--- src/hdl/multilevel_queue_scheduler_top_macros.svh ---
// ----------------------------------------------------------------------------
// multilevel queue scheduler assertion macros
// concurrent assertion shorthands used by the asserting scheduler top
// ----------------------------------------------------------------------------
`ifndef MULTILEVEL_QUEUE_SCHEDULER_TOP_MACROS_SVH
`define MULTILEVEL_QUEUE_SCHEDULER_TOP_MACROS_SVH

// property that holds at every i_clk edge outside reset
`define MLQS_ASSERT_ALWAYS(lbl, expr, msg) \
    lbl: assert property (@(posedge i_clk) disable iff (!i_rst_n) (expr)) else $error(msg);

// consequent must hold in the i_clk cycle after the antecedent
`define MLQS_ASSERT_NEXT(lbl, ante, cons, msg) \
    lbl: assert property (@(posedge i_clk) disable iff (!i_rst_n) (ante) |=> (cons)) \
        else $error(msg);

`endif

--- src/hdl/mlqs_pkg.sv ---
// ----------------------------------------------------------------------------
// mlqs_pkg
// shared widths, types and codes of the multilevel queue scheduler
// ----------------------------------------------------------------------------
`timescale 1ns / 1ps
`default_nettype none

package mlqs_pkg;

    localparam int MAX_PROCS = 16;
    localparam int IDX_W     = $clog2(MAX_PROCS);
    localparam int CNT_W     = $clog2(MAX_PROCS + 1);
    localparam int TIME_W    = 13;
    localparam int ARR_W     = 12;
    localparam int BURST_W   = 8;
    localparam int Q_W       = 4;

    localparam logic [Q_W-1:0] RR_QUANTUM_RESET = Q_W'(2);

    typedef logic [IDX_W-1:0]  t_idx;
    typedef logic [CNT_W-1:0]  t_cnt;
    typedef logic [TIME_W-1:0] t_time;

    typedef enum logic [0:0] {
        ALU_ADD,
        ALU_SUB
    } t_alu_op;

    typedef enum logic [3:0] {
        S_LOAD,
        S_SCAN,
        S_PICK,
        S_RESP,
        S_RUN,
        S_REM,
        S_TICK,
        S_FINCHK,
        S_TAT,
        S_WT
    } t_state;

endpackage

`default_nettype wire

--- src/hdl/multilevel_queue_scheduler_top.sv ---
// ----------------------------------------------------------------------------
// multilevel_queue_scheduler_top
// two-level round robin over first come first served batch scheduler
// ----------------------------------------------------------------------------
// Jobs load one word per cycle while the block is idle; the word flagged
// last_job starts the batch run and the input stays not ready until the last
// result word has been loaded into the output register. The run is driven by
// a sequencer around one shared add/subtract unit: every admission pass walks
// the stored jobs one per cycle; a dispatch is a pass, pick, response, run,
// remain, tick, a second pass and a finish check; an empty tick a pass and a
// pick; each result passes the turnaround and waiting states, held by output
// stall. rr_quantum is written via the config port, kept from batch to batch.
`timescale 1ns / 1ps
`default_nettype none

`include "multilevel_queue_scheduler_top_macros.svh"

module multilevel_queue_scheduler_top (
    input  logic                          i_clk,
    input  logic                          i_rst_n,
    input  logic                          i_cfg_valid,
    output logic                          o_cfg_ready,
    input  logic [mlqs_pkg::Q_W-1:0]      i_cfg_data,
    input  logic                          i_in_valid,
    output logic                          o_in_ready,
    input  logic [mlqs_pkg::ARR_W-1:0]    i_arrival_time,
    input  logic [mlqs_pkg::BURST_W-1:0]  i_burst_time,
    input  logic                          i_level,
    input  logic                          i_last_job,
    output logic                          o_out_valid,
    input  logic                          i_out_ready,
    output logic [mlqs_pkg::IDX_W-1:0]    o_job_index,
    output logic [mlqs_pkg::TIME_W-1:0]   o_completion_time,
    output logic [mlqs_pkg::TIME_W-1:0]   o_turnaround,
    output logic [mlqs_pkg::TIME_W-1:0]   o_waiting,
    output logic [mlqs_pkg::TIME_W-1:0]   o_response,
    output logic                          o_last_result
);
    import mlqs_pkg::*;

    t_state r_state;
    t_state n_state;

    logic [Q_W-1:0]     r_quantum;
    t_cnt               r_job_count;
    t_cnt               r_done_count;
    t_time              r_tick;
    t_idx               r_scan_idx;
    logic               r_post;
    t_idx               r_job;
    logic [BURST_W-1:0] r_run;
    t_time              r_tat;
    t_idx               r_out_idx;
    logic [MAX_PROCS-1:0] r_started;
    logic [MAX_PROCS-1:0] r_admitted;

    logic [ARR_W-1:0]   r_arrival [MAX_PROCS];
    logic [BURST_W-1:0] r_burst   [MAX_PROCS];
    logic               r_lvl     [MAX_PROCS];
    logic [BURST_W-1:0] r_remain  [MAX_PROCS];
    t_time              r_finish  [MAX_PROCS];
    t_time              r_resp    [MAX_PROCS];

    logic  r_out_valid;
    t_idx  r_out_index;
    t_time r_out_completion;
    t_time r_out_turnaround;
    t_time r_out_waiting;
    t_time r_out_response;
    logic  r_out_last;

    logic               w_in_acc;
    logic               w_cfg_acc;
    logic               w_load_room;
    t_idx               w_load_idx;
    t_idx               w_addr;
    logic [ARR_W-1:0]   w_arr;
    logic [BURST_W-1:0] w_burst;
    logic               w_lvl;
    logic [BURST_W-1:0] w_rem;
    logic [Q_W-1:0]     w_q;
    logic               w_scan_last;
    logic               w_admit;
    logic               w_have_job;
    logic               w_fin;
    t_cnt               w_done_next;
    logic               w_out_load;
    logic               w_out_last;
    logic               w_idle_pick;
    logic               w_batch_idle;
    logic [CNT_W:0]     w_open_jobs;

    t_alu_op w_alu_op;
    t_time   w_alu_a;
    t_time   w_alu_b;
    t_time   w_alu_res;
    logic    w_alu_borrow;

    logic w_rr_push;
    logic w_fcfs_push;
    logic w_rr_pop;
    logic w_fcfs_pop;
    logic w_fifo_clear;
    t_idx w_rr_head;
    t_idx w_fcfs_head;
    t_cnt w_rr_count;
    t_cnt w_fcfs_count;

    assign o_cfg_ready = 1'b1;
    assign o_in_ready  = (r_state == S_LOAD);
    assign w_cfg_acc   = i_cfg_valid && o_cfg_ready;
    assign w_in_acc    = i_in_valid && o_in_ready;

    assign w_load_room = (r_job_count < CNT_W'(MAX_PROCS));
    assign w_load_idx  = r_job_count[IDX_W-1:0];
    assign w_q         = (r_quantum == '0) ? Q_W'(1) : r_quantum;

    always_comb begin
        unique case (r_state)
            S_SCAN:       w_addr = r_scan_idx;
            S_TAT, S_WT:  w_addr = r_out_idx;
            default:      w_addr = r_job;
        endcase
    end

    assign w_arr   = r_arrival[w_addr];
    assign w_burst = r_burst[w_addr];
    assign w_lvl   = r_lvl[w_addr];
    assign w_rem   = r_remain[w_addr];

    assign w_scan_last = (CNT_W'(r_scan_idx) + CNT_W'(1)) == r_job_count;
    assign w_admit     = !r_admitted[w_addr] && !w_alu_borrow;
    assign w_have_job  = (w_rr_count != '0) || (w_fcfs_count != '0);
    assign w_fin       = (w_rem == '0);
    assign w_done_next = r_done_count + CNT_W'(w_fin);
    assign w_out_last  = (CNT_W'(r_out_idx) + CNT_W'(1)) == r_job_count;
    assign w_out_load  = (r_state == S_WT) && (!r_out_valid || i_out_ready);

    // checker views
    assign w_idle_pick  = (r_state == S_PICK) && !w_have_job;
    assign w_batch_idle = (r_job_count == '0) && (r_tick == '0) && (r_state == S_LOAD);
    assign w_open_jobs  = {1'b0, w_rr_count} + {1'b0, w_fcfs_count} + {1'b0, r_done_count};

    mlqs_alu u_alu (
        .i_op     (w_alu_op),
        .i_a      (w_alu_a),
        .i_b      (w_alu_b),
        .o_res    (w_alu_res),
        .o_borrow (w_alu_borrow)
    );

    mlqs_fifo u_rr_fifo (
        .i_clk       (i_clk),
        .i_rst_n     (i_rst_n),
        .i_clear     (w_fifo_clear),
        .i_push      (w_rr_push),
        .i_push_data (w_addr),
        .i_pop       (w_rr_pop),
        .o_head      (w_rr_head),
        .o_count     (w_rr_count)
    );

    mlqs_fifo u_fcfs_fifo (
        .i_clk       (i_clk),
        .i_rst_n     (i_rst_n),
        .i_clear     (w_fifo_clear),
        .i_push      (w_fcfs_push),
        .i_push_data (w_addr),
        .i_pop       (w_fcfs_pop),
        .o_head      (w_fcfs_head),
        .o_count     (w_fcfs_count)
    );

    // next state
    always_comb begin
        n_state = r_state;
        unique case (r_state)
            S_LOAD: begin
                if (w_in_acc && i_last_job) begin
                    n_state = S_SCAN;
                end
            end
            S_SCAN: begin
                if (w_scan_last) begin
                    n_state = r_post ? S_FINCHK : S_PICK;
                end
            end
            S_PICK:   n_state = w_have_job ? S_RESP : S_SCAN;
            S_RESP:   n_state = S_RUN;
            S_RUN:    n_state = S_REM;
            S_REM:    n_state = S_TICK;
            S_TICK:   n_state = S_SCAN;
            S_FINCHK: n_state = (w_done_next == r_job_count) ? S_TAT : S_SCAN;
            S_TAT:    n_state = S_WT;
            S_WT: begin
                if (w_out_load) begin
                    n_state = w_out_last ? S_LOAD : S_TAT;
                end
            end
            default:  n_state = S_LOAD;
        endcase
    end

    // sequencer outputs
    always_comb begin
        w_alu_op     = ALU_ADD;
        w_alu_a      = '0;
        w_alu_b      = '0;
        w_rr_push    = 1'b0;
        w_fcfs_push  = 1'b0;
        w_rr_pop     = 1'b0;
        w_fcfs_pop   = 1'b0;
        w_fifo_clear = 1'b0;
        unique case (r_state)
            S_SCAN: begin
                w_alu_op    = ALU_SUB;
                w_alu_a     = r_tick;
                w_alu_b     = {{(TIME_W-ARR_W){1'b0}}, w_arr};
                w_rr_push   = w_admit && !w_lvl;
                w_fcfs_push = w_admit && w_lvl;
            end
            S_PICK: begin
                w_alu_op   = ALU_ADD;
                w_alu_a    = r_tick;
                w_alu_b    = TIME_W'(1);
                w_rr_pop   = (w_rr_count != '0);
                w_fcfs_pop = (w_rr_count == '0) && (w_fcfs_count != '0);
            end
            S_RESP: begin
                w_alu_op = ALU_SUB;
                w_alu_a  = r_tick;
                w_alu_b  = {{(TIME_W-ARR_W){1'b0}}, w_arr};
            end
            S_RUN: begin
                w_alu_op = ALU_SUB;
                w_alu_a  = {{(TIME_W-Q_W){1'b0}}, w_q};
                w_alu_b  = {{(TIME_W-BURST_W){1'b0}}, w_rem};
            end
            S_REM: begin
                w_alu_op = ALU_SUB;
                w_alu_a  = {{(TIME_W-BURST_W){1'b0}}, w_rem};
                w_alu_b  = {{(TIME_W-BURST_W){1'b0}}, r_run};
            end
            S_TICK: begin
                w_alu_op = ALU_ADD;
                w_alu_a  = r_tick;
                w_alu_b  = {{(TIME_W-BURST_W){1'b0}}, r_run};
            end
            S_FINCHK: begin
                w_rr_push = !w_fin && !w_lvl;
            end
            S_TAT: begin
                w_alu_op = ALU_SUB;
                w_alu_a  = r_finish[w_addr];
                w_alu_b  = {{(TIME_W-ARR_W){1'b0}}, w_arr};
            end
            S_WT: begin
                w_alu_op     = ALU_SUB;
                w_alu_a      = r_tat;
                w_alu_b      = {{(TIME_W-BURST_W){1'b0}}, w_burst};
                w_fifo_clear = w_out_load && w_out_last;
            end
            default: begin
                w_alu_op = ALU_ADD;
            end
        endcase
    end

    // control registers
    always_ff @(posedge i_clk) begin
        if (!i_rst_n) begin
            r_state      <= S_LOAD;
            r_quantum    <= RR_QUANTUM_RESET;
            r_job_count  <= '0;
            r_done_count <= '0;
            r_tick       <= '0;
            r_scan_idx   <= '0;
            r_post       <= 1'b0;
            r_out_idx    <= '0;
            r_started    <= '0;
            r_admitted   <= '0;
            r_out_valid  <= 1'b0;
        end else begin
            r_state <= n_state;
            if (w_cfg_acc) begin
                r_quantum <= i_cfg_data;
            end
            if (w_out_load) begin
                r_out_valid <= 1'b1;
            end else if (r_out_valid && i_out_ready) begin
                r_out_valid <= 1'b0;
            end
            unique case (r_state)
                S_LOAD: begin
                    if (w_in_acc) begin
                        if (w_load_room) begin
                            r_job_count             <= r_job_count + CNT_W'(1);
                            r_started[w_load_idx]   <= 1'b0;
                            r_admitted[w_load_idx]  <= 1'b0;
                        end
                        r_scan_idx <= '0;
                        r_post     <= 1'b0;
                    end
                end
                S_SCAN: begin
                    if (w_admit) begin
                        r_admitted[w_addr] <= 1'b1;
                    end
                    r_scan_idx <= w_scan_last ? '0 : r_scan_idx + IDX_W'(1);
                end
                S_PICK: begin
                    if (!w_have_job) begin
                        r_tick <= w_alu_res;
                    end
                end
                S_RESP: begin
                    r_started[w_addr] <= 1'b1;
                end
                S_TICK: begin
                    r_tick     <= w_alu_res;
                    r_post     <= 1'b1;
                    r_scan_idx <= '0;
                end
                S_FINCHK: begin
                    r_done_count <= w_done_next;
                    r_post       <= 1'b0;
                    r_out_idx    <= '0;
                end
                S_WT: begin
                    if (w_out_load) begin
                        if (w_out_last) begin
                            r_job_count  <= '0;
                            r_done_count <= '0;
                            r_tick       <= '0;
                            r_started    <= '0;
                            r_admitted   <= '0;
                            r_out_idx    <= '0;
                        end else begin
                            r_out_idx <= r_out_idx + IDX_W'(1);
                        end
                    end
                end
                default: begin
                end
            endcase
        end
    end

    // job stores and datapath words
    always_ff @(posedge i_clk) begin
        unique case (r_state)
            S_LOAD: begin
                if (w_in_acc && w_load_room) begin
                    r_arrival[w_load_idx] <= i_arrival_time;
                    r_burst[w_load_idx]   <= i_burst_time;
                    r_lvl[w_load_idx]     <= i_level;
                    r_remain[w_load_idx]  <= i_burst_time;
                end
            end
            S_PICK: begin
                r_job <= (w_rr_count != '0) ? w_rr_head : w_fcfs_head;
            end
            S_RESP: begin
                if (!r_started[w_addr]) begin
                    r_resp[w_addr] <= w_alu_res;
                end
            end
            S_RUN: begin
                r_run <= (w_alu_borrow && !w_lvl) ? {{(BURST_W-Q_W){1'b0}}, w_q} : w_rem;
            end
            S_REM: begin
                r_remain[w_addr] <= w_alu_res[BURST_W-1:0];
            end
            S_FINCHK: begin
                if (w_fin) begin
                    r_finish[w_addr] <= r_tick;
                end
            end
            S_TAT: begin
                r_tat <= w_alu_res;
            end
            S_WT: begin
                if (w_out_load) begin
                    r_out_index      <= r_out_idx;
                    r_out_completion <= r_finish[w_addr];
                    r_out_turnaround <= r_tat;
                    r_out_waiting    <= w_alu_res;
                    r_out_response   <= r_resp[w_addr];
                    r_out_last       <= w_out_last;
                end
            end
            default: begin
            end
        endcase
    end

    assign o_out_valid       = r_out_valid;
    assign o_job_index       = r_out_index;
    assign o_completion_time = r_out_completion;
    assign o_turnaround      = r_out_turnaround;
    assign o_waiting         = r_out_waiting;
    assign o_response        = r_out_response;
    assign o_last_result     = r_out_last;

    `MLQS_ASSERT_ALWAYS(a_done_le_count, r_done_count <= r_job_count, "done over loaded")
    `MLQS_ASSERT_ALWAYS(a_queued_bound, (w_open_jobs <= {1'b0, r_job_count}), "queued over open")
    `MLQS_ASSERT_NEXT(a_idle_tick, w_idle_pick, r_tick == $past(r_tick) + TIME_W'(1), "idle tick")
    `MLQS_ASSERT_NEXT(a_batch_clear, w_fifo_clear, w_batch_idle && o_out_valid, "batch not clear")

endmodule

`default_nettype wire

--- src/hdl/mlqs_alu.sv ---
// ----------------------------------------------------------------------------
// mlqs_alu
// shared add / subtract unit, borrow out doubles as the compare result
// ----------------------------------------------------------------------------
`timescale 1ns / 1ps
`default_nettype none

module mlqs_alu (
    input  mlqs_pkg::t_alu_op i_op,
    input  mlqs_pkg::t_time   i_a,
    input  mlqs_pkg::t_time   i_b,
    output mlqs_pkg::t_time   o_res,
    output logic              o_borrow
);
    import mlqs_pkg::*;

    logic [TIME_W:0] w_sum;

    always_comb begin
        unique case (i_op)
            ALU_ADD: w_sum = {1'b0, i_a} + {1'b0, i_b};
            ALU_SUB: w_sum = {1'b0, i_a} - {1'b0, i_b};
            default: w_sum = {1'b0, i_a} + {1'b0, i_b};
        endcase
    end

    assign o_res    = w_sum[TIME_W-1:0];
    assign o_borrow = w_sum[TIME_W];

endmodule

`default_nettype wire

--- src/hdl/mlqs_fifo.sv ---
// ----------------------------------------------------------------------------
// mlqs_fifo
// ready queue of job indexes, head visible without a pop
// ----------------------------------------------------------------------------
`timescale 1ns / 1ps
`default_nettype none

module mlqs_fifo (
    input  logic           i_clk,
    input  logic           i_rst_n,
    input  logic           i_clear,
    input  logic           i_push,
    input  mlqs_pkg::t_idx i_push_data,
    input  logic           i_pop,
    output mlqs_pkg::t_idx o_head,
    output mlqs_pkg::t_cnt o_count
);
    import mlqs_pkg::*;

    t_idx r_mem [MAX_PROCS];
    t_idx r_head;
    t_idx r_tail;
    t_cnt r_count;

    logic w_do_push;
    logic w_do_pop;

    assign w_do_push = i_push && (r_count < CNT_W'(MAX_PROCS));
    assign w_do_pop  = i_pop && (r_count != '0);

    always_ff @(posedge i_clk) begin
        if (!i_rst_n || i_clear) begin
            r_head  <= '0;
            r_tail  <= '0;
            r_count <= '0;
        end else begin
            if (w_do_push) begin
                r_tail <= (r_tail == IDX_W'(MAX_PROCS - 1)) ? '0 : r_tail + IDX_W'(1);
            end
            if (w_do_pop) begin
                r_head <= (r_head == IDX_W'(MAX_PROCS - 1)) ? '0 : r_head + IDX_W'(1);
            end
            if (w_do_push && !w_do_pop) begin
                r_count <= r_count + CNT_W'(1);
            end else if (w_do_pop && !w_do_push) begin
                r_count <= r_count - CNT_W'(1);
            end
        end
    end

    always_ff @(posedge i_clk) begin
        if (w_do_push) begin
            r_mem[r_tail] <= i_push_data;
        end
    end

    assign o_head  = r_mem[r_head];
    assign o_count = r_count;

endmodule

`default_nettype wire
--- config.mk ---
export PLATFORM = sky130hd
export DESIGN_NAME = multilevel_queue_scheduler_top
export DESIGN_NICKNAME = d
export VERILOG_FILES = /design/src/hdl/mlqs_pkg.sv /design/src/hdl/multilevel_queue_scheduler_top.sv /design/src/hdl/mlqs_alu.sv /design/src/hdl/mlqs_fifo.sv
export VERILOG_INCLUDE_DIRS = /design/src /design/src/hdl
export SDC_FILE = /design/constraint.sdc
export NUM_CORES = 1
export LEC_CHECK = 0
export BUFFER_PORTS_ARGS = -buffer_cell sky130_fd_sc_hd__buf_2
export CORE_ASPECT_RATIO = 1.4
export CORE_MARGIN = 1.5
export CORE_UTILIZATION = 41
export CTS_CLUSTER_SIZE = 8
export DETAILED_ROUTE_END_ITERATION = 10
export HOLD_SLACK_MARGIN = 0.12
export SYNTH_ARGS = -nofsm -noshare
export SYNTH_HDL_FRONTEND = slang
export SYNTH_HIERARCHICAL = 1
export SYNTH_SLANG_ARGS = --single-unit
--- constraint.sdc ---
create_clock -name i_clk -period 19.8 [get_ports i_clk]
set_clock_uncertainty 0.05 [all_clocks]
set_input_delay 1.98 -clock i_clk [delete_from_list [all_inputs] [get_ports i_clk]]
set_output_delay 1.98 -clock i_clk [all_outputs]
set_load 0.03 [all_outputs]
Word level (Yosys, flattened, before mapping)
Memories as Yosys holds them, arrays and structs flattened. A register that Yosys moved wholly into a read port is not among the register bits. Cells that the tools add are included.

Input port bits: 31. Memories: 8. Output and inout port bits: 60. Word-level logic and storage cells: 242. Flip-flop bits (word level): 168. RAM bits: 1008.

Bitwise logic cells: 6. Mux-type cells: 88. Equal/unequal tests: 24. Add/subtract/negate cells: 16. Reduce and logical (&&, ||, !) cells: 67. $lt $le $gt $ge: 7.

Memories: r_finish (depth 16, bits a word 13, read ports 1, clocked after memory_dff 0, wr ports 1, line multilevel_queue_scheduler_top.sv:61) `t_time r_finish [MAX_PROCS];`; r_resp (depth 16, bits a word 13, read ports 1, clocked after memory_dff 1, wr ports 1, line multilevel_queue_scheduler_top.sv:62) `t_time r_resp [MAX_PROCS];`; r_arrival (depth 16, bits a word 12, read ports 1, clocked after memory_dff 0, wr ports 1, line multilevel_queue_scheduler_top.sv:57) `logic [ARR_W-1:0] r_arrival [MAX_PROCS];`; r_burst (depth 16, bits a word 8, read ports 1, clocked after memory_dff 0, wr ports 1, line multilevel_queue_scheduler_top.sv:58) `logic [BURST_W-1:0] r_burst [MAX_PROCS];`; r_remain (depth 16, bits a word 8, read ports 1, clocked after memory_dff 0, wr ports 1, line multilevel_queue_scheduler_top.sv:60) `logic [BURST_W-1:0] r_remain [MAX_PROCS];`; u_fcfs_fifo.r_mem (depth 16, bits a word 4, read ports 1, clocked after memory_dff 1, wr ports 1, line mlqs_fifo.sv:20) `t_idx r_mem [MAX_PROCS];`; 2 more memories.

Operators with widths (count): $mux W16 (7); $pmux W16 S3 (2); $mux W4 (21); $pmux W13 S5 (1); $pmux W12 S5 (1); $mux W5 (8); $pmux W4 S10 (1); $mux W13 (3); $pmux W13 S3 (1); $and A16 B16 Y16 (2); $or A16 B16 Y16 (2); $mux W1 (28); $pmux W14 S2 (1); $add A4 B1 Y4 const B (6); $eq A4 B4 Y1 const B (6); $logic_and A1 B1 Y1 (22); $pmux W5 S2 (2); $eq A4 B3 Y1 const B (4); $not A16 Y16 (1); $pmux W4 S2 (2); $add A5 B1 Y5 const B (3); $eq A5 B5 Y1 (3); $lt A5 B5 Y1 const B (3); $reduce_bool A3 Y1 (5); other kinds (37) (73).

Depth between registers and ports, before layout
Gate-level depths: netlist (run 1). An unclocked memory read counts as a cell.

Word-level depth: 16. Gate-level depth with buffers: 42.

Cells and area by module
The synthesis (run 1) kept the hierarchy.

By module, submodules not included: multilevel_queue_scheduler_top (area an instance 42474.5 sq um, cells each 3329, times used 1, seq. area each 30349.1 sq um); mlqs_fifo (area an instance 3368.2 sq um, cells each 219, times used 2, seq. area each 2262.2 sq um); mlqs_alu (area an instance 828.3 sq um, cells each 116, times used 1, seq. area each 0.0 sq um).

Worst setup path after synthesis (run 1)
OpenSTA, ideal clock, no wires.

Path kind: flip-flop to flip-flop. From: reg r_state[1]. To: reg u_rr_fifo.r_count[4] (netlist: u_rr_fifo/o_count[4]). Stages on the path, launching flop included: 41. Required time: 19.623 ns. Setup slack: 12.772 ns. Buffers on the path: 7. Setup time: 0.127 ns. Data arrival time: 6.851 ns. Clock period less this slack: 7.028 ns. Cell sequence: dfxtp_1 -> or2_4 -> buf_6 -> o21ai_2 -> nand2_2 -> buf_6 -> buf_2 -> buf_2 -> buf_2 -> a211oi_1 -> a311oi_1 -> a311oi_1 -> a31oi_1 -> a221oi_1 -> nand2_1 -> or4_1 -> nand2b_1 -> nand2_1 -> [... 5 more ...] -> a21oi_1 -> o21bai_1 -> xnor2_1 -> nor2_1 -> and3_1 -> buf_2 -> buf_2 -> nand3_1 -> o31ai_1 -> nand2b_1 -> inv_1 -> ha_1 -> inv_1 -> ha_1 -> a21oi_1 -> a211oi_1 -> o21ai_0 -> o31ai_1.

Word-level cells in the longest chain between the ends: 15. Elaborated cells between the ends (all ways): 51. Classes of those cells: add/sub: 2; eq/ne: 9; mux: 11; bitwise: 1; reduce/logical: 23; memory: 5.

RTL lines: start: declaration (line multilevel_queue_scheduler_top.sv:41) `t_state r_state;`; start signal: assignment (line multilevel_queue_scheduler_top.sv:284) `r_state <= n_state;`; $eq A4 B4 Y1 (line multilevel_queue_scheduler_top.sv:119, multilevel_queue_scheduler_top.sv:214); $reduce_or A2 Y1 (line multilevel_queue_scheduler_top.sv:119) `unique case (r_state)`; $pmux W4 S2 (line multilevel_queue_scheduler_top.sv:119); $mem_v2 Z16 W8 (tied with other cells); $pmux W12 S5 (*) (line multilevel_queue_scheduler_top.sv:214) `unique case (r_state)`; named net w_alu_b[7] (line multilevel_queue_scheduler_top.sv:95) `t_time w_alu_b;`; $sub A13 B12 Y14 / $add A13 B12 Y14 (equally long branches); $pmux W14 S2 (*) (line mlqs_alu.sv:20) `unique case (i_op)`; named net w_alu_borrow (line multilevel_queue_scheduler_top.sv:97) `logic w_alu_borrow;`; [... 2 more ...]; $logic_and A1 B1 Y1 (*) (line multilevel_queue_scheduler_top.sv:219) `w_rr_push = w_admit && !w_lvl;`; $pmux W1 S2 (*) (line multilevel_queue_scheduler_top.sv:214); named net w_rr_push (line multilevel_queue_scheduler_top.sv:99) `logic w_rr_push;`; $logic_and A1 B1 Y1 (*) (line mlqs_fifo.sv:28) `assign w_do_push = i_push && (r_count < CNT_W'(MAX_PROCS));`; named net u_rr_fifo.w_do_push (line mlqs_fifo.sv:25) `logic w_do_push;`; $logic_not A1 Y1 (line mlqs_fifo.sv:45) `end else if (w_do_pop && !w_do_push) begin`; $logic_and A1 B1 Y1 (line mlqs_fifo.sv:45); $reduce_bool A2 Y1 (no line); end signal: assignment (line mlqs_fifo.sv:44) `r_count <= r_count + CNT_W'(1);`; end signal: assignment (line mlqs_fifo.sv:46) `r_count <= r_count - CNT_W'(1);`; end: declaration (line mlqs_fifo.sv:23) `t_cnt r_count;`.

Mark *: on every way through the listed nets, which the timed path passes. The rest lies on a longest branch. The select of a mux whose other input is x is not followed. A chain may end at the register's enable or synchronous reset.

Worst setup path after layout (run 1)
From: reg r_state[2]. To: reg u_rr_fifo.r_count[4] (netlist: u_rr_fifo/o_count[4]).

Same word-level chain as after synthesis.

==> results of run 1 <==
[per-stage QoR]
stage | hold WS, ns | instance area, µm²
after CTS | 0.413 | 56800
after global routing | 0.440 | 56800
final | 0.412 | 56800
after detailed placement | 0.402 | 52200
after floorplan | 0.356 | 50000
after global placement | 0.394 | 52200
[layer usage]
| metal | wire length, µm | vias to the layer above | track usage | part of all wire |
|---|---|---|---|---|
| met4 | 7070 | 4 | 0.112 | 0.050 |
| li1 | - | 14600 | - | - |
| met3 | 8900 | 341 | 0.0440 | 0.064 |
| met1 | 53100 | 16400 | 0.262 | 0.38 |
| met5 | 25 | - | 0 | 0.00018 |
| met2 | 71100 | 1199 | 0.386 | 0.51 |
[cells in the final DEF (no fill, tap or decap), types with 19 or more instances in the layout]
master / count
buf_4: 85
o21ai_0: 68
buf_2: 89
clkbuf_1: 59
mux2i_1: 21
edfxtp_1: 1090
nor2_1: 166
clkbuf_16: 168
nor3_1: 28
nand2_1: 861
dfxtp_1: 107
ha_1: 42
nand3_1: 338
a31oi_1: 47
a21oi_1: 116
a211oi_1: 33
inv_1: 26
a311oi_1: 107
and3_1: 125
a22oi_1: 38
xor2_1: 20
mux4_2: 41
xnor2_1: 21
nand2b_1: 19
[critical path: cells and delay by family (launching register included)]
kind / cells / cell delay (ns)
AO/OA/AOI/OAI: 14 / 3.99
AND/OR/NAND/NOR: 11 / 3.52
buffers and inverters: 5 / 1.31
adder cells (fa/ha/maj): 3 / 0.95
flip-flops: 1 / 0.84
XOR/XNOR: 2 / 0.35
[layout make-up]
cell class / instances / share of cell area
antenna: 1 / 0.0000440
clock buffer: 227 / 0.0779
clock inverter: 13 / 0.00374
inverter: 30 / 0.00229
multi-input combinational: 2396 / 0.247
sequential: 1197 / 0.614
tap: 1606 / 0.0354
timing repair buffer: 176 / 0.0198
[cell families (layout without fill, tap and decap cells)]
group / count (synthesis) / in the layout / synth area share
simple gates: 1641 / 1641 / 0.147
flops: 1197 / 1197 / 0.697
compound gates: 578 / 578 / 0.0824
buf+inv: 291 / 446 / 0.0265
mux: 80 / 80 / 0.0267
xor+xnor: 49 / 49 / 0.00858
fa+ha+maj: 45 / 45 / 0.0117
other cells: 2 / 4 / 0.000150
[worst max path at each step]
stage               startpoint                   end  depth (start not counted)
floorplan           r_state[1]  u_rr_fifo/o_count[4]                         40
global placement    r_state[2]  u_rr_fifo/o_count[4]                         35
detailed placement  r_state[2]  u_rr_fifo/o_count[4]                         35
CTS                 r_state[2]  u_rr_fifo/o_count[4]                         35
global route        r_state[2]  u_rr_fifo/o_count[4]                         35
finish              r_state[2]  u_rr_fifo/o_count[4]                         35
[where the power goes]
| part | switching, W | leakage, nW | internal (W) |
|---|---|---|---|
| combinational | 0.00212 | 6.76 | 0.000790 |
| sequential | 0.0000625 | 10.5 | 0.00329 |
| clock | 0.00103 | 2.24 | 0.00154 |
[sequential cells by signal, indices dropped and copies added, names as in the netlist, 8 cells and up, named ones only]
register	count
r_resp	208
r_remain	128
r_tick	13
r_admitted	16
r_burst	128
o_turnaround	13
u_fcfs_fifo/r_mem	64
r_lvl	16
o_response	13
r_finish	208
o_completion_time	13
u_rr_fifo/r_mem	64
r_arrival	192
r_started	16
r_tat	13
o_waiting	13
r_run	8
==> impl_metrics.ini, run 1 <==
[critical_path]
slowest_delay_ns = 0.93
worst-endpoint-arrival_ns = 11.87
crit_type = flip-flop to flip-flop
rrSetupSlack_ns = 8.56
reg2reg_from = r_state[2]
crit_path_start_kind = flip-flop
cp_max_fo = 56
rr_worst_depth = 35
cp.required_ns = 20.43
cp_slowest_cell = a221oi_1
reg2reg_to = u_rr_fifo/o_count[4]
endpoint_kind = flip-flop

[sta]
relSlewSlack = 0.0665
layout_min_cycle_time_ns = 11.24
finalHoldViolCount = 0
timing.final.crit_share = 0.567
rsz0062_at_grt = no
fin_setup_tns_ns = 0
worstMarginPinSlew_ns = 1.39
final.setup.worst_slack_ns = 8.56
finalSetupViolCount = 0
max_freq_mhz = 89.0
maxSlewViolCount = 0

[detailed_routing]
drt-pass1-iter-count = 5
wl_per_cell_um = 24.8
vias = 32600
drt_iter0_drc = 2843
avgViaCountPerCell = 5.78
ant_nets = 0
drt_wl_total_um = 140000
drc = 0

[hold_path]
hp-start = r_admitted[14]
min_delay_worst_endpoint = r_admitted[14]
whs_path_depth = 2
hp-class = flip-flop to flip-flop

[global_route]
grt_pass1_wl_um = 205000
antenna_found_initial = 3
grt_pass1_vias = 31700
grt_max_degree = 168
grt_use_total = 0.223
grt_overflow_total = 0

[synth]
synth_largest_area_cell = edfxtp_1
synth-seq-cells = 1197
avgSynthCellArea_um2 = 12.9
yosysUniqueCellTypes = 84
syn_inst = 3883
yosys-top-cells-count = edfxtp_1, nand2_1, nand3_1, nor2_1, and3_1
ys_seq_area_frac = 0.697
syn-cell-area_um2 = 50000
yosys-top-cells-area = edfxtp_1, nand2_1, dfxtp_1
synth.most_common_cell = edfxtp_1
yosysWarnings = 6
synth_top_area_share = 0.654
synth-edff-count = 1090
synthFlopType = edfxtp_1
synthArstFlopShare = 0

[cts]
postCtsHoldBufs = 0
clk_path_buf_depth = 3
cts_max_level = 4
cts_made_buffers = 167
cts.clk_slew.worst_paths_ns = 0.05
cts_tree = built
ctsResizeCount = 0
cts.sinks = 1197
clock_latency_ns = 0.79
post_cts_buffers = 0
cts-root-buf = clkbuf_16

[placed_design]
dp_hpwl_um = 82200
place_ws_ns = 8.85
port-buffer-count = 89
placed_cells = 5405
gp_congestion = 0.898

[final_layout]
utilization = 0.469
fin_nets = 4044
drive_gt1_frac = 0.120
fillers = 10500
ff_latch_area_um2 = 34900
fin_cells = 5646
area_delta_synth_final_pct = 13.6
multiInputGateArea_um2 = 14100

[pwr]
power.leakage_nw = 19.5
ir_worst_vdd_v = 0.000121
p_per_area_nw_per_um2 = 155
power_w = 0.00884

[floorplanning]
num_io_pins = 91
initial_utilization = 0.413
core_area_um2 = 121000
rows = 151
die_y_um = 416
die_area_um2 = 124000
die_x_um = 298

[status]
status = completed

[job]
maxCapViolCount = 0
No activity file was read; power rests on OpenSTA's default activity.
==> inputs of run 2 (changes only) <==
--- a/config.mk
+++ b/config.mk
@@ -6,6 +6,7 @@
 export SDC_FILE = /design/constraint.sdc
 export NUM_CORES = 1
 export LEC_CHECK = 0
+export ABC_AREA = 1
 export BUFFER_PORTS_ARGS = -buffer_cell sky130_fd_sc_hd__buf_2
 export CORE_ASPECT_RATIO = 1.4
 export CORE_MARGIN = 1.5
==> constraint.sdc (replaced) <==
create_clock -name i_clk -period 10.6 [get_ports i_clk]
set_clock_uncertainty 0.05 [all_clocks]
set_input_delay 1.06 -clock i_clk [delete_from_list [all_inputs] [get_ports i_clk]]
set_output_delay 1.06 -clock i_clk [all_outputs]
set_load 0.03 [all_outputs]
==> run 2 against run 1 <==
Compared with the run above: combinational power is 67% higher; first-iteration DRC count is 6.5% higher; register-to-register slack got worse by 6.3 ns; critical endpoint is now u_rr_fifo/o_count[3]; die area fell by 0.31%; core utilization up 0.23 points; total power rose by 82%; critical path type unchanged.
==> impl_metrics.ini, run 2 <==
[status]
status = completed

[synth]
synth_largest_area_cell = edfxtp_1
avgSynthCellArea_um2 = 11.3
synth-seq-cells = 1197
synth-edff-count = 1090
yosysWarnings = 6
synthFlopType = edfxtp_1
synth.most_common_cell = nand2_1
yosys-top-cells-count = nand2_1, edfxtp_1, nor2_1, inv_1, nand3_1
yosys-top-cells-area = edfxtp_1, nand2_1, dfxtp_1
yosysUniqueCellTypes = 51
synth_top_area_share = 0.656
syn_inst = 4420
synthArstFlopShare = 0
ys_seq_area_frac = 0.699
syn-cell-area_um2 = 49900

[sta]
timing.final.crit_share = 0.790
layout_min_cycle_time_ns = 8.38
relSlewSlack = 0.199
rsz0062_at_grt = no
max_freq_mhz = 119
finalHoldViolCount = 0
finalSetupViolCount = 0
holdWs_ns = 0.396
maxSlewViolCount = 0
worstMarginPinSlew_ns = 1.20
fin_setup_tns_ns = 0

[critical_path]
cp_slowest_cell = nand2_4
worst-endpoint-arrival_ns = 9.00
rrSetupSlack_ns = 2.22
crit_path_start_kind = flip-flop
cp.required_ns = 11.23
cpMostUsedCell = nand2_1
endpoint_kind = flip-flop
cp_max_fo = 44
slowest_delay_ns = 0.64
crit_type = flip-flop to flip-flop

[floorplanning]
die_y_um = 416
rows = 151
die_area_um2 = 124000
die_x_um = 298
core_area_um2 = 121000
initial_utilization = 0.413
num_io_pins = 91

[final_layout]
final_common_cell = nand2_1
area_delta_synth_final_pct = 14.3
fin_nets = 4653
top_regs = r_finish: 208 flops, r_resp: 208 flops, r_arrival: 192 flops
drive_gt1_frac = 0.106
final_cell_mix = nand2_1, edfxtp_1, nor2_1, inv_1, nand3_1

[detailed_routing]
vias = 33600
avgViaCountPerCell = 5.36
drt_wl_total_um = 137000
ant_nets = 0
drt_iter0_drc = 3028
drc = 0
drt-pass1-iter-count = 5
wl_per_cell_um = 21.9

[cts]
ctsResizeCount = 0
cts_tree = built
cts_max_level = 4
clk_path_buf_depth = 3
cts_made_buffers = 167
post_cts_buffers = 0
cts-root-buf = clkbuf_16
clock_latency_ns = 0.80
cts.clk_slew.worst_paths_ns = 0.05
cts.sinks = 1197
postCtsHoldBufs = 0

[global_route]
grt_pass1_vias = 33100
grt_max_degree = 74
grt_overflow_total = 0
antenna_found_initial = 7
grt_pass1_wl_um = 206000
grt_use_total = 0.221

[pwr]
p_per_area_nw_per_um2 = 282
ir_worst_vdd_v = 0.000328
power_w = 0.0161
power.leakage_nw = 21.1

[hold_path]
hp-class = flip-flop to flip-flop

[placed_design]
dp_hpwl_um = 83100
port-buffer-count = 89
gp_congestion = 0.897

[job]
maxCapViolCount = 0
## run 2: changes by cell type after synthesis, sizes merged, moves of 109 or more
cell,before,now
a311oi,109,0
inv,30,263
a22oi,39,152
and3,125,2
nand2,863,1311
nor2,170,494
## run 2: routing by layer
layer	up-vias	wire, µm	track usage
met1	16300	53700	0.271
met3	314	9110	0.0386
li1	15700	-	-
met2	1245	68900	0.383
met4	10	5460	0.0952
met5	-	62	0
## run 2: worst max-delay path: cells and delay by family (launching register included)
family / cells / cell delay [ns]
AOI/OAI and AO/OA: 6 / 1.00
xor gates and xnor gates: 1 / 0.15
adders and majority gates: 4 / 1.12
buffers and inverters: 11 / 1.68
DFF: 1 / 0.35
and+or+nand+nor: 27 / 3.84
## run 2: path summary, 6_finish.rpt
kind                 startpoint              endpoint  cells past startpoint
setup / recovery     r_state[3]  u_rr_fifo/o_count[3]                     49
hold / removal    r_admitted[1]         r_admitted[1]                      2
setup reg to reg     r_state[3]  u_rr_fifo/o_count[3]                     49
hold reg to reg   r_admitted[1]         r_admitted[1]                      2
## run 2: kinds of logic (layout without fill, tap and decap cells)
group	after synthesis	in the layout	share of synthesized area
and+or+nand+nor	2158	2158	0.179
DFF	1197	1197	0.699
AOI/OAI and AO/OA	527	527	0.0645
buffers and inverters	458	695	0.0400
adders and majority gates	45	45	0.0117
xor gates and xnor gates	33	33	0.00579
other	2	4	0.000151
## run 2: per-stage QoR
step	instance area, µm²	util	std cells	worst slack (ns)
floorplan	49900	-	4421	4.39
global placement	52300	0.432	6014	2.40
detailed placement	52300	0.432	6014	2.29
CTS	57000	0.472	6264	2.27
global route	57000	0.472	6264	1.35
finish	57000	0.472	6265	2.22
## run 2: layout make-up
class | count | area (µm²)
fillers | 10900 | 63900
flip-flops and latches | 1197 | 34900
multi-input cells | 2766 | 13300
clock buffers | 235 | 4440
well taps | 1606 | 2010
repair buffers | 177 | 1120
inverters | 268 | 1020
clock inverters | 15 | 298
diodes | 1 | 2.50
## run 2: power by group
part / leakage [nW] / total, W / internal [W] / switching, W
Clock: 2.27 / 0.00487 / 0.00289 / 0.00197
Sequential: 10.9 / 0.00632 / 0.00621 / 0.000120
Combinational: 7.85 / 0.00488 / 0.00113 / 0.00375
Total: 21.1 / 0.0161 / 0.0102 / 0.00584
